### src/rbe_pkg.sv
// Shared types, constants and fixed-point helpers for the rigid body integrator.
`timescale 1ns / 1ps
package rbe_pkg;

  localparam int DefMaxBodies = 256;

  localparam logic [1:0] OP_CLEAR = 2'd0;
  localparam logic [1:0] OP_ADD   = 2'd1;
  localparam logic [1:0] OP_STEP  = 2'd2;
  localparam logic [1:0] OP_READ  = 2'd3;

  localparam logic [1:0] ST_OK   = 2'd0;
  localparam logic [1:0] ST_FULL = 2'd1;
  localparam logic [1:0] ST_BAD  = 2'd2;

  localparam logic [1:0] REG_GRAVITY  = 2'd0;
  localparam logic [1:0] REG_DAMPING  = 2'd1;
  localparam logic [1:0] REG_BOUNCE   = 2'd2;
  localparam logic [1:0] REG_FRICTION = 2'd3;

  localparam logic [30:0] GRAVITY_RST  = 31'd6429082;
  localparam logic [15:0] DAMPING_RST  = 16'd64881;
  localparam logic [15:0] BOUNCE_RST   = 16'd32768;
  localparam logic [15:0] FRICTION_RST = 16'd62259;

  typedef struct packed {
    logic [1:0]         opcode;
    logic signed [31:0] start_x;
    logic signed [31:0] start_y;
    logic signed [31:0] start_z;
    logic [30:0]        extent_x;
    logic [30:0]        extent_y;
    logic [30:0]        extent_z;
    logic [15:0]        time_step;
    logic [7:0]         body_select;
  } in_item_t;

  typedef struct packed {
    logic [1:0]         status;
    logic [7:0]         body_id;
    logic signed [31:0] out_x;
    logic signed [31:0] out_y;
    logic signed [31:0] out_z;
    logic [30:0]        out_size_x;
    logic [30:0]        out_size_y;
    logic [30:0]        out_size_z;
    logic [8:0]         body_total;
  } out_item_t;

  typedef struct packed {
    logic [30:0] gravity;
    logic [15:0] damping;
    logic [15:0] bounce;
    logic [15:0] friction;
  } cfg_t;

  // Saturate a 50-bit signed value to 32 bits.
  function automatic logic signed [31:0] sat32(input logic signed [49:0] v);
    logic signed [49:0] hi;
    logic signed [49:0] lo;
    hi = 50'sd2147483647;
    lo = -50'sd2147483648;
    if (v > hi) return 32'sh7fffffff;
    else if (v < lo) return 32'sh80000000;
    else return v[31:0];
  endfunction

  // Round a Q16.16 by Q0.16 product (50 bits signed) back to Q16.16.
  function automatic logic signed [31:0] rnd_q16(input logic signed [49:0] p);
    logic signed [49:0] x;
    x = p + 50'sd32768;
    return sat32(x >>> 16);
  endfunction

endpackage

### src/rbe_front.sv
// Front end: accepts items, keeps the body count, classifies and queues commands.
`timescale 1ns / 1ps
module rbe_front #(
  parameter int MaxBodies = rbe_pkg::DefMaxBodies,
  parameter int IdxW = $clog2(MaxBodies),
  parameter int CntW = $clog2(MaxBodies + 1)
) (
  input  logic             clk,
  input  logic             rst_n,
  input  logic             in_push,
  output logic             in_full,
  input  rbe_pkg::in_item_t in_data,
  output logic             q_valid,
  input  logic             q_take,
  output rbe_pkg::in_item_t q_item,
  output logic [1:0]       q_status,
  output logic [CntW-1:0]  q_count
);
  import rbe_pkg::*;

  localparam int QDepth = 2;

  in_item_t        qi_r    [QDepth];
  logic [1:0]      qs_r    [QDepth];
  logic [CntW-1:0] qc_r    [QDepth];
  logic            wp_r, wp_nxt, rp_r, rp_nxt;
  logic [1:0]      fill_r, fill_nxt;
  logic [CntW-1:0] cnt_r, cnt_nxt;
  logic            acc;
  logic [1:0]      st;

  assign in_full = (fill_r == 2'(QDepth));
  assign acc     = in_push && !in_full;
  assign q_valid = (fill_r != 2'd0);
  assign q_item  = qi_r[rp_r];
  assign q_status = qs_r[rp_r];
  assign q_count = qc_r[rp_r];

  always_comb begin
    cnt_nxt = cnt_r;
    st = ST_OK;
    unique case (in_data.opcode)
      OP_CLEAR: cnt_nxt = '0;
      OP_ADD: begin
        if (cnt_r == CntW'(MaxBodies)) st = ST_FULL;
        else cnt_nxt = cnt_r + 1'b1;
      end
      OP_STEP: st = ST_OK;
      OP_READ: begin
        if ({{(32-8){1'b0}}, in_data.body_select} >= {{(32-CntW){1'b0}}, cnt_r})
          st = ST_BAD;
      end
      default: st = ST_OK;
    endcase
    wp_nxt = acc ? ~wp_r : wp_r;
    rp_nxt = (q_take && q_valid) ? ~rp_r : rp_r;
    fill_nxt = fill_r + (acc ? 2'd1 : 2'd0) - ((q_take && q_valid) ? 2'd1 : 2'd0);
  end

  always_ff @(posedge clk) begin
    if (!rst_n) begin
      cnt_r <= '0;
      wp_r <= 1'b0;
      rp_r <= 1'b0;
      fill_r <= '0;
    end else begin
      wp_r <= wp_nxt;
      rp_r <= rp_nxt;
      fill_r <= fill_nxt;
      if (acc) cnt_r <= cnt_nxt;
    end
  end

  // Each entry holds the command, its status and the count (pre-add for an add).
  always_ff @(posedge clk) begin
    if (acc) begin
      qi_r[wp_r] <= in_data;
      qs_r[wp_r] <= st;
      qc_r[wp_r] <= (in_data.opcode == OP_ADD && st == ST_OK) ? cnt_r : cnt_nxt;
    end
  end

  always_ff @(posedge clk) begin
    if (rst_n) begin
      assert (fill_r <= 2'(QDepth)) else $error("queue overfilled");
    end
  end
  a_cnt: assert property (@(posedge clk) disable iff (!rst_n)
    cnt_r <= CntW'(MaxBodies)) else $error("count beyond table");
  a_full: assert property (@(posedge clk) disable iff (!rst_n)
    in_full |-> q_valid) else $error("full without entries");
  a_clr: assert property (@(posedge clk) disable iff (!rst_n)
    acc && in_data.opcode == OP_CLEAR |=> cnt_r == '0) else $error("clear lost");
endmodule

### config.mk
export PLATFORM = sky130hd
export DESIGN_NAME = rbe_front
export DESIGN_NICKNAME = d
export VERILOG_FILES = /design/src/rbe_pkg.sv /design/src/rbe_front.sv
export SDC_FILE = /design/constraint.sdc
export NUM_CORES = 1
export LEC_CHECK = 0
export BUFFER_PORTS_ARGS = -buffer_cell sky130_fd_sc_hd__clkbuf_2
export CAP_MARGIN = 20
export CORE_UTILIZATION = 50
export DETAILED_ROUTE_END_ITERATION = 10
export PLACE_DENSITY = 0.76
export SLEW_MARGIN = 20
export SYNTH_ARGS = -nofsm -noshare
export SYNTH_HDL_FRONTEND = slang
export SYNTH_SLANG_ARGS = --single-unit
export TNS_END_PERCENT = 30
### constraint.sdc
create_clock -name clk -period 32.6 [get_ports clk]
set_input_delay 0 -clock clk [delete_from_list [all_inputs] [get_ports clk]]
set_output_delay 0 -clock clk [all_outputs]
set_load 0.03 [all_outputs]
==> impl_metrics.toml <==
[yosys]
yosys.area.top_type = "edfxtp_1"
synth_edf_count = 452
syn_avg_cell_area_um2 = 20.8
synth-main-ff-cell = "edfxtp_1"
syn_nets = 1061
async_flop_share_pct = 0
yosysTopAreaCellShare_pct = 78.6
synth_area_um2 = 17300
yosysWarnings = 0
synth_seq_cells = 466
syn_inst = 830
ys_seq_area_share_pct = 80.2
synthTopCellsByArea = "edfxtp_1 (79%), mux2_2 (15%), dfxtp_1 (1.6%), ha_1 (0.87%), buf_2 (0.75%)"
synthDistinctLibCells = 43

[floorplan]
die_h_um = 188
coreArea_um2 = 33800
ios = 447
die_w_um = 188
core.rowCount = 67
die_area_um2 = 35300
initial_core_util_pct = 51.1

[drt]
drt-total-wl_um = 40500
viasPerCell = 5.12
drc = 0
drt_pass1_iterations = 5
via_count = 10300
wl_per_cell_um = 20.1
drtAntennaViolNets = 0
drt_iter0_drc = 713

[sta]
maxSlewHeadroom_pct = 25.5
hold-worst-slack_ns = 0.175
worstMarginPinSlew_ns = 1.12
layout_min_cycle_time_ns = 3.19
setup_tns_ns = 0
rsz0062_at_grt = "no"
fin_crit_sh_pct = 9.77
drv_slew = 0
hold_violations = 0
setup-violations-final = 0
fmax_mhz = 314
finalClockSkew_ns = 0.0125

[global_route]
use_met3_pct = 5.61
antenna_found_initial = 3
grt_overflow_total = 0
grt_max_degree = 84
grt_use_met1_pct = 25.4
top_usage_layer = "met2"
grt_first_pass_wirelength_um = 61300
grtUsageTotal_pct = 22.7
met2_usage_pct = 41.3
grt_pass1_vias = 11100

[worst_setup_path]
critPathLaunchType = "flip-flop"
path_cells = "buf_4, mux2_2, clkbuf_2"
cp-end-kind = "primary output"
cpPeakStageDelay_ns = 0.98
cp_max_fo = 83
cp.required_ns = 32.60
crit_arrival_ns = 3.19
worstSetupPathType = "reg -> out"
crit_slowest_cell = "buf_4"

[cts]
cts.sinks = 466
cts_buffers = 47
cts-root-buf = "clkbuf_16"
cts_tree = "yes"
cts_resized = 0
hold_buffers = 220
htreeDepth = 2
clk_latency_ns = 0.55
postCtsSetupRepairBufs = 0
cts.path.max_buffers = 3
clkSlewWorstSetupHoldPaths_ns = 0.06

[placement]
gp_congestion = 0.783
port_buffers = 446
dpl.cell_count = 1704
hpwl_um = 23400

[pwr]
irDropWorstVdd_mv = 0.0552
total_power_uw = 1850
p_leak_uw = 0.00901
power_density_nw_per_um2 = 77.9

[layout]
fillers = 2049
fin_cells = 2010
drive_gt1_share_pct = 48.3
area_growth_pct = 37.3
nNetsFinal = 1756

[outcome]
run_status = "finished clean"

[job]
maxCapViolations = 0

[min_path]
min_path_type = "in -> reg"
==> critical path, delay by kind of cell (launching register included) <==
family | cells | cell delay [ns]
flops | 1 | 0.96
mux | 1 | 0.44
buf+inv | 2 | 1.17
==> cells by family after synthesis <==
group | Yosys count | synth area share, %
xor+xnor | 4 | 0.203
fa+ha+maj | 12 | 0.870
buf+inv | 42 | 1.10
flops | 466 | 80.2
mux | 226 | 14.7
compound gates | 27 | 1.02
simple gates | 53 | 1.83
==> report_power, final <==
part           total (uW)  switching [uW]  internal [uW]
Clock                 525             216            309
Combinational         532             351            182
Sequential            789            30.9            758
Total                1850             598           1250
==> cell usage after synthesis, types with 3 or more instances <==
cell      count
a21oi_1       7
o21a_1        3
nand3_1       3
inv_1        13
ha_1         12
clkbuf_1      3
buf_2        26
nand2_1       5
mux2_2      226
dfxtp_1      14
and2_1        3
o21ai_0       6
or4_1         4
edfxtp_1    452
nor2_1       18
==> layout make-up <==
cell class	count	area [um^2]	share of cell area, %
Sequential cell	466	13900	58.5
Clock inverter	25	258	1.09
Inverter	13	48.8	0.206
Timing Repair Buffer	675	4500	19.0
Multi-Input combinational cell	322	3230	13.6
Clock buffer	58	1240	5.23
Antenna cell	3	7.51	0.0317
Tap cell	448	561	2.36
==> per-stage QoR <==
step / setup WS, ns / utilization, % / area (um^2)
2_1_floorplan: 21.80 / - / 17300
3_3_place_gp: 29.62 / 59.2 / 20000
3_5_place_dp: 29.62 / 59.2 / 20000
4_1_cts: 29.35 / 70.1 / 23700
5_1_grt: 29.23 / 70.2 / 23700
6_report: 29.41 / 70.2 / 23700
==> worst paths after layout <==
kind / slack (ns) / end / cells after the start / from
max: 29.41 / q_item[142] / 3 / flip-flop
min: 0.17 / qi_r[1][30]$_DFFE_PP_ / 2 / in_data[30]
max reg2reg: 29.62 / qi_r[1][133]$_DFFE_PP_ / 4 / fill_r[0]$_SDFF_PN0_
min reg2reg: 0.52 / flip-flop / 2 / rp_r$_SDFFE_PN0P_
==> state kept, by name, summed over array words and instances, names as in the netlist, named ones only <==
register  count
qc_r         18
qs_r          4
fill_r        2
wp_r          1
cnt_r         9
rp_r          1
qi_r        430
==> cell usage in the layout (no fill, tap or decap), types with 3 or more instances in the layout <==
cell type	count
inv_1	13
nand2_1	5
dlygate4sd3_1	220
and2_1	3
clkbuf_1	10
edfxtp_1	452
o21a_1	3
ha_1	12
clkbuf_16	48
buf_4	9
nand3_1	3
a21oi_1	7
clkinv_1	9
diode_2	3
nor2_1	17
dfxtp_1	13
clkbuf_2	446
or4_1	4
mux2_2	226
o21ai_0	6
bufinv_16	5
clkinv_2	8
==> per-layer routing <==
metal  part of all wire [%]  vias up
li1                       -     4680
met1                     37     5089
met2                     53      432
met3                    7.1       89
met4                    3.5        0
met5                      0        -
No activity file was read; power rests on OpenSTA's default activity.
